--- config.mk ---
export PLATFORM = sky130hd
export DESIGN_NAME = sde_unit
export DESIGN_NICKNAME = d
export VERILOG_FILES = /design/src/rtl/sde_pkg.sv /design/src/rtl/sde_unit.sv
export VERILOG_INCLUDE_DIRS = /design/src /design/src/rtl
export SDC_FILE = /design/constraint.sdc
export NUM_CORES = 2
export LEC_CHECK = 0
export ABC_AREA = 0
export BUFFER_PORTS_ARGS = -buffer_cell sky130_fd_sc_hd__buf_4
export CAP_MARGIN = 20
export CORE_MARGIN = 10
export CORE_UTILIZATION = 30
export DETAILED_ROUTE_END_ITERATION = 7
export PLACE_DENSITY = 0.5
export SLEW_MARGIN = 10
export SYNTH_ARGS = -nofsm -noshare
export SYNTH_HDL_FRONTEND = slang
export SYNTH_SLANG_ARGS = --single-unit
--- constraint.sdc ---
create_clock -name clk -period 25 [get_ports clk]
set_clock_uncertainty 0.1 [all_clocks]
set_input_delay 2.5 -clock clk [delete_from_list [all_inputs] [get_ports clk]]
set_output_delay 2.5 -clock clk [all_outputs]
set_load 0.02 [all_outputs]
--- src/rtl/assert_macros.svh ---
// Assertion helpers shared by the RTL files.
`ifndef ASSERT_MACROS_SVH
`define ASSERT_MACROS_SVH

`ifndef SYNTHESIS
`define SDE_ASSERT(label, clk_s, rstn_s, prop) \
  label: assert property (@(posedge clk_s) disable iff (!rstn_s) prop) \
    else $error("assertion failed");
`define SDE_NEVER(label, clk_s, rstn_s, expr) \
  label: assert property (@(posedge clk_s) disable iff (!rstn_s) !(expr)) \
    else $error("forbidden condition seen");
`else
`define SDE_ASSERT(label, clk_s, rstn_s, prop)
`define SDE_NEVER(label, clk_s, rstn_s, expr)
`endif

`endif

--- src/rtl/sde_pkg.sv ---
`default_nettype none

package sde_pkg;

  // Datapath widths of the shared arithmetic unit.
  localparam int MUL_W    = 34;
  localparam int PROD_W   = 68;
  localparam int DEN_W    = 34;
  localparam int RAD_W    = 68;
  localparam int REM_W    = 38;
  localparam int SQ_STEPS = 34;
  localparam int SUM_W    = 66;
  localparam int SATW     = 72;

  // Request opcodes for the shared unit.
  typedef enum logic [1:0] {
    OP_MUL  = 2'd0,
    OP_DIV  = 2'd1,
    OP_SQRT = 2'd2
  } sde_op_e;

  typedef struct packed {
    logic    start;
    sde_op_e op;
  } sde_cmd_t;

  typedef struct packed {
    logic busy;
    logic done;
  } sde_stat_t;

  // Item and register codes.
  localparam logic       CMD_STEP  = 1'b0;
  localparam logic       CMD_LOAD  = 1'b1;
  localparam logic       QTY_POS   = 1'b0;
  localparam logic       QTY_VEL   = 1'b1;
  localparam logic [1:0] AXIS_X    = 2'd0;
  localparam logic [1:0] AXIS_Y    = 2'd1;
  localparam logic [1:0] AXIS_Z    = 2'd2;
  localparam logic [1:0] AXIS_NONE = 2'd3;

  localparam logic [2:0] REG_STIFF = 3'd0;
  localparam logic [2:0] REG_REST  = 3'd1;
  localparam logic [2:0] REG_DAMP  = 3'd2;
  localparam logic [2:0] REG_MASS1 = 3'd3;
  localparam logic [2:0] REG_MASS2 = 3'd4;

  // Clamp a wide signed value into the signed 32-bit range.
  function automatic logic signed [31:0] sat32(input logic signed [SATW-1:0] x);
    logic signed [31:0] res;
    if (x[SATW-1:31] == '0 || x[SATW-1:31] == '1) begin
      res = $signed(x[31:0]);
    end else if (x[SATW-1]) begin
      res = 32'sh8000_0000;
    end else begin
      res = 32'sh7FFF_FFFF;
    end
    return res;
  endfunction

endpackage

`default_nettype wire

--- src/rtl/sde_unit.sv ---
`default_nettype none
`include "assert_macros.svh"

// Shared arithmetic unit: a registered signed multiplier and a bit-serial
// restoring divider that also runs the digit-by-digit square root, since
// both reduce to one shift, compare and subtract per step.
module sde_unit import sde_pkg::*; #(
  parameter int FRAC_BITS = 16
) (
  input  logic                     clk,
  input  logic                     rst_n,
  input  sde_cmd_t                 cmd,
  input  logic signed [MUL_W-1:0]  mul_a,
  input  logic signed [MUL_W-1:0]  mul_b,
  input  logic [32+FRAC_BITS:0]    div_num,
  input  logic [DEN_W-1:0]         div_den,
  input  logic [RAD_W-1:0]         rad,
  output logic signed [PROD_W-1:0] prod,
  output logic [32+FRAC_BITS:0]    quo,
  output sde_stat_t                stat
);

  localparam int DW = 33 + FRAC_BITS;
  localparam int CW = $clog2(DW);

  logic signed [PROD_W-1:0] prod_r;
  logic [RAD_W-1:0]         src_r;
  logic [REM_W-1:0]         rem_r;
  logic [DW-1:0]            quo_r;
  logic [DEN_W-1:0]         den_r;
  logic [CW-1:0]            cnt_r;
  logic                     busy_r;
  logic                     done_r;
  logic                     sqrt_mode_r;

  logic [REM_W-1:0] shifted;
  logic [REM_W-1:0] trial;
  logic [REM_W-1:0] rem_nxt;
  logic [REM_W:0]   diff;
  logic             ge;

  always_comb begin
    if (sqrt_mode_r) begin
      shifted = {rem_r[REM_W-3:0], src_r[RAD_W-1 -: 2]};
      trial   = {quo_r[REM_W-3:0], 2'b01};
    end else begin
      shifted = {rem_r[REM_W-2:0], src_r[RAD_W-1]};
      trial   = REM_W'(den_r);
    end
    diff    = {1'b0, shifted} - {1'b0, trial};
    ge      = ~diff[REM_W];
    rem_nxt = ge ? diff[REM_W-1:0] : shifted;
  end

  always_ff @(posedge clk) begin
    if (cmd.start) begin
      unique case (cmd.op)
        OP_MUL: prod_r <= mul_a * mul_b;
        OP_DIV: begin
          src_r <= {div_num, {(RAD_W-DW){1'b0}}};
          rem_r <= '0;
          quo_r <= '0;
          den_r <= div_den;
        end
        OP_SQRT: begin
          src_r <= rad;
          rem_r <= '0;
          quo_r <= '0;
        end
        default: ;
      endcase
    end else if (busy_r) begin
      src_r <= sqrt_mode_r ? (src_r << 2) : (src_r << 1);
      rem_r <= rem_nxt;
      quo_r <= {quo_r[DW-2:0], ge};
    end
  end

  always_ff @(posedge clk) begin
    if (!rst_n) begin
      busy_r      <= 1'b0;
      done_r      <= 1'b0;
      sqrt_mode_r <= 1'b0;
      cnt_r       <= '0;
    end else begin
      done_r <= 1'b0;
      if (cmd.start && cmd.op != OP_MUL) begin
        busy_r      <= 1'b1;
        sqrt_mode_r <= (cmd.op == OP_SQRT);
        cnt_r       <= (cmd.op == OP_SQRT) ? CW'(SQ_STEPS - 1) : CW'(DW - 1);
      end else if (busy_r) begin
        if (cnt_r == '0) begin
          busy_r <= 1'b0;
          done_r <= 1'b1;
        end else begin
          cnt_r <= cnt_r - 1'b1;
        end
      end
    end
  end

  assign prod      = prod_r;
  assign quo       = quo_r;
  assign stat.busy = busy_r;
  assign stat.done = done_r;

  `SDE_NEVER(a_start_while_busy, clk, rst_n, cmd.start && busy_r)
  `SDE_ASSERT(a_done_after_busy, clk, rst_n, done_r |-> $past(busy_r))
  `SDE_ASSERT(a_div_rem_below_den, clk, rst_n, (busy_r && !sqrt_mode_r) |-> rem_r < REM_W'(den_r))
  `SDE_ASSERT(a_root_width, clk, rst_n, (done_r && sqrt_mode_r) |-> quo_r[DW-1:SQ_STEPS] == '0)

endmodule

`default_nettype wire

==> results by group <==
STA
  • Top achievable clock speed: ~94 MHz
  • Tcrit/Tclk final: 42.7%
  • Max Slew Vio Count: 0
  • Final worst slack: 14.33 ns
  • Slew headroom: a little under two fifths
  • Total negative slack: 0 ns
  • Setup repair after global routing missed its margin: no
  • Hold Violations, Final: 0
  • Actual slew at the worst max-slew pin: 0.938 ns
  • Hold WS: 0.426 ns
  • Tmin final: around 11 ns
  • Setup violators final: 0

Floorplan
  • Die Area: 0.201 mm2
  • Rows: 157
  • I/O pins: 343
  • Die width: 448 um
  • Chip Height: 448 um
  • Core area: 0.183 mm2
  • Initial Util: 30.1%

Synthesis
  • EDFF count, synth: 256
  • Post-synth top cells: 1242 x fa_1, 1220 x inv_1, 653 x nand2_1
  • Synth top area share: 45.2%
  • Ys async rst share: 0%
  • Mapped cell area: 0.0550 mm2
  • Synth area leader: fa_1
  • Synth cell types: 73
  • Top cells by area, synth: fa_1 45%, edfxtp_1 14%, inv_1 8.3%, and2_1 7.0%, ha_1 5.6%
  • Syn Nets: between 7000 and 8000
  • Synthesized flop and latch total: roughly 270
  • Mapped Cells: 5568
  • Syn avg cell area: 9.89 um2
  • Most common cell in the netlist: fa_1
  • Ys flop type: edfxtp_1
  • Seq/Total Area, Yosys: about 14%
  • Syn. warnings: 0

Clock tree
  • Root Buffer: clkbuf_16
  • Post-CTS Setup Inserts: 0
  • Clk_lat worst skew: slightly above 0.6 ns
  • H-tree levels: 2
  • Post_cts resized: 0
  • Post-CTS Hold Buffers: 0
  • CTS tree: done
  • TritonCTS Sinks: roughly 270
  • Clk pin slew, worst setup/hold paths: 0.06 ns
  • Max Buffers Root-to-Sink: 3
  • Total CTS buffers: 36

Setup path
  • Crit path capture type: flip-flop
  • Critical Path Source Type: input pin
  • FF-to-FF End: rem_r[9]
  • Setup crit start: mul_a[20]
  • Reg2reg setup slack: 19.73 ns
  • Worst-path maximum fanout: 34
  • Worst path max stage delay: approximately 0.70 ns
  • Critical path's slowest cell: a221oi_1
  • Worst Setup EP: prod[60]
  • CP Data Arrival Time: about 11 ns
  • Critical path required time: 25.22 ns
  • Reg-to-reg startpoint: sqrt_mode_r
  • Setup Crit Path Kind: in -> reg
  • Crit-path most repeated cell: fa_1
  • Worst Reg-to-Reg Cells: 14

Status
  • Status: finished, final reports clean

Place
  • Routability cong.: between 0.8 and 0.9
  • HPWL Detailed: 130000 um
  • Input/output buffers: 342
  • Setup WS pre-CTS: 13.76 ns

Global routing
  • First-pass GRT wire length: between 200000 and 300000 um
  • Initial antenna violation count: 9
  • Overall Global Routing Usage: 17.1%
  • Vias in the first global route: 42500
  • GRT overflow: 0
  • Largest net degree at the start of global routing: 99

Drt
  • DR pass1 iterations: 7
  • DRT iter0 DRCs: 1941
  • Drt drc: 0
  • Vias: about 38000
  • Antenna-violating nets left: 0
  • WL final: 170000 um
  • Mean number of vias per cell: 4.70
  • DR WL/cell: around 21 um

Job
  • Max-cap viol count: 0

Finish
  • Net count, final: around 7400
  • Ratio of cells with drive above 1 in the final layout: 8.45%
  • Synth-to-Final Area Change: 10.6%

Worst hold path
  • HP Class: reg -> reg
==> metrics by stage <==
| step | utilization, % | instances | area [um2] |
|---|---|---|---|
| 6_report | 33.3 | 8099 | 60900 |
| 3_3_place_gp | 32.6 | 8025 | 59600 |
| 5_1_grt | 33.3 | 8097 | 60900 |
| 4_1_cts | 33.3 | 8091 | 60900 |
| 3_5_place_dp | 32.7 | 8026 | 59700 |
| 2_1_floorplan | - | 5568 | 55000 |
==> final cells by class <==
cell class / count / area [um2]
Fill cell: 18800 / 122000
Multi-Input combinational cell: 3793 / 41500
Sequential cell: 265 / 7870
Inverter: 1221 / 4580
Tap cell: 2385 / 2980
Timing Repair Buffer: 363 / 2740
Clock buffer: 40 / 916
Clock inverter: 25 / 285
Antenna cell: 7 / 17.5
==> logic make-up after synthesis <==
kind of cell	share of synthesized area (%)
multiplexers	2.60
AND/OR/NAND/NOR	14.5
AO/OA/AOI/OAI	5.76
buffers and inverters	10.4
XOR/XNOR	1.72
adder cells (fa/ha/maj)	50.8
flip-flops	14.3
==> routing by layer <==
layer  up-vias  wire, um  global-route usage [%]
met5         -         7                       0
met4         2      7620                    6.84
met3       271      7870                    2.35
met2       972     86200                    30.2
met1     19900     68100                    20.9
li1      16900         -                       -
==> sequential cells by signal, indices dropped and copies added (netlist names) <==
signal,cells
busy_r,1
cnt_r,6
den_r,34
done_r,1
prod,68
quo,49
rem_r,37
sqrt_mode_r,1
src_r,68
==> critical path, delay by kind of cell <==
kind	cells	cell delay, ns
buffers and inverters	8	0.84
AO/OA/AOI/OAI	7	2.33
XOR/XNOR	1	0.14
adder cells (fa/ha/maj)	9	4.47
AND/OR/NAND/NOR	3	0.56
==> cell usage in the layout, fill, tap and decap left out, types with 7 or more instances in the layout <==
| cell type | instances |
|---|---|
| a31oi_1 | 9 |
| nor3_1 | 14 |
| o21ai_0 | 69 |
| a211oi_1 | 64 |
| nor2_1 | 83 |
| a21oi_1 | 173 |
| o21a_1 | 18 |
| mux2_2 | 37 |
| o211ai_1 | 10 |
| xor2_1 | 27 |
| ha_1 | 246 |
| a21o_1 | 64 |
| clkinv_2 | 8 |
| nand2b_1 | 15 |
| edfxtp_1 | 256 |
| buf_4 | 360 |
| diode_2 | 7 |
| o21bai_1 | 13 |
| and3_1 | 12 |
| fa_1 | 1241 |
| nand3_1 | 24 |
| clkbuf_16 | 36 |
| nand4_1 | 13 |
| or3_1 | 9 |
| xnor2_1 | 81 |
| o31ai_1 | 7 |
| inv_1 | 1220 |
| and2_1 | 613 |
| mux2i_1 | 100 |
| nor2b_1 | 107 |
| nand2_1 | 653 |
| dfxtp_1 | 8 |
==> worst min-delay path by stage <==
stage | startpoint | to | slack, ns | cells after the start
after global placement | cnt_r[1] | cnt_r[1] | 0.42 | 2
final | cnt_r[1] | cnt_r[1] | 0.43 | 2
after CTS | cnt_r[1] | cnt_r[1] | 0.42 | 2
after floorplan | busy_r | done_r | 0.35 | 2
after detailed placement | cnt_r[1] | cnt_r[1] | 0.42 | 2
after global routing | cnt_r[1] | cnt_r[1] | 0.47 | 2
Power is not shown: default switching activity piles up to over one toggle a cycle in this logic, so the estimate is an artifact.
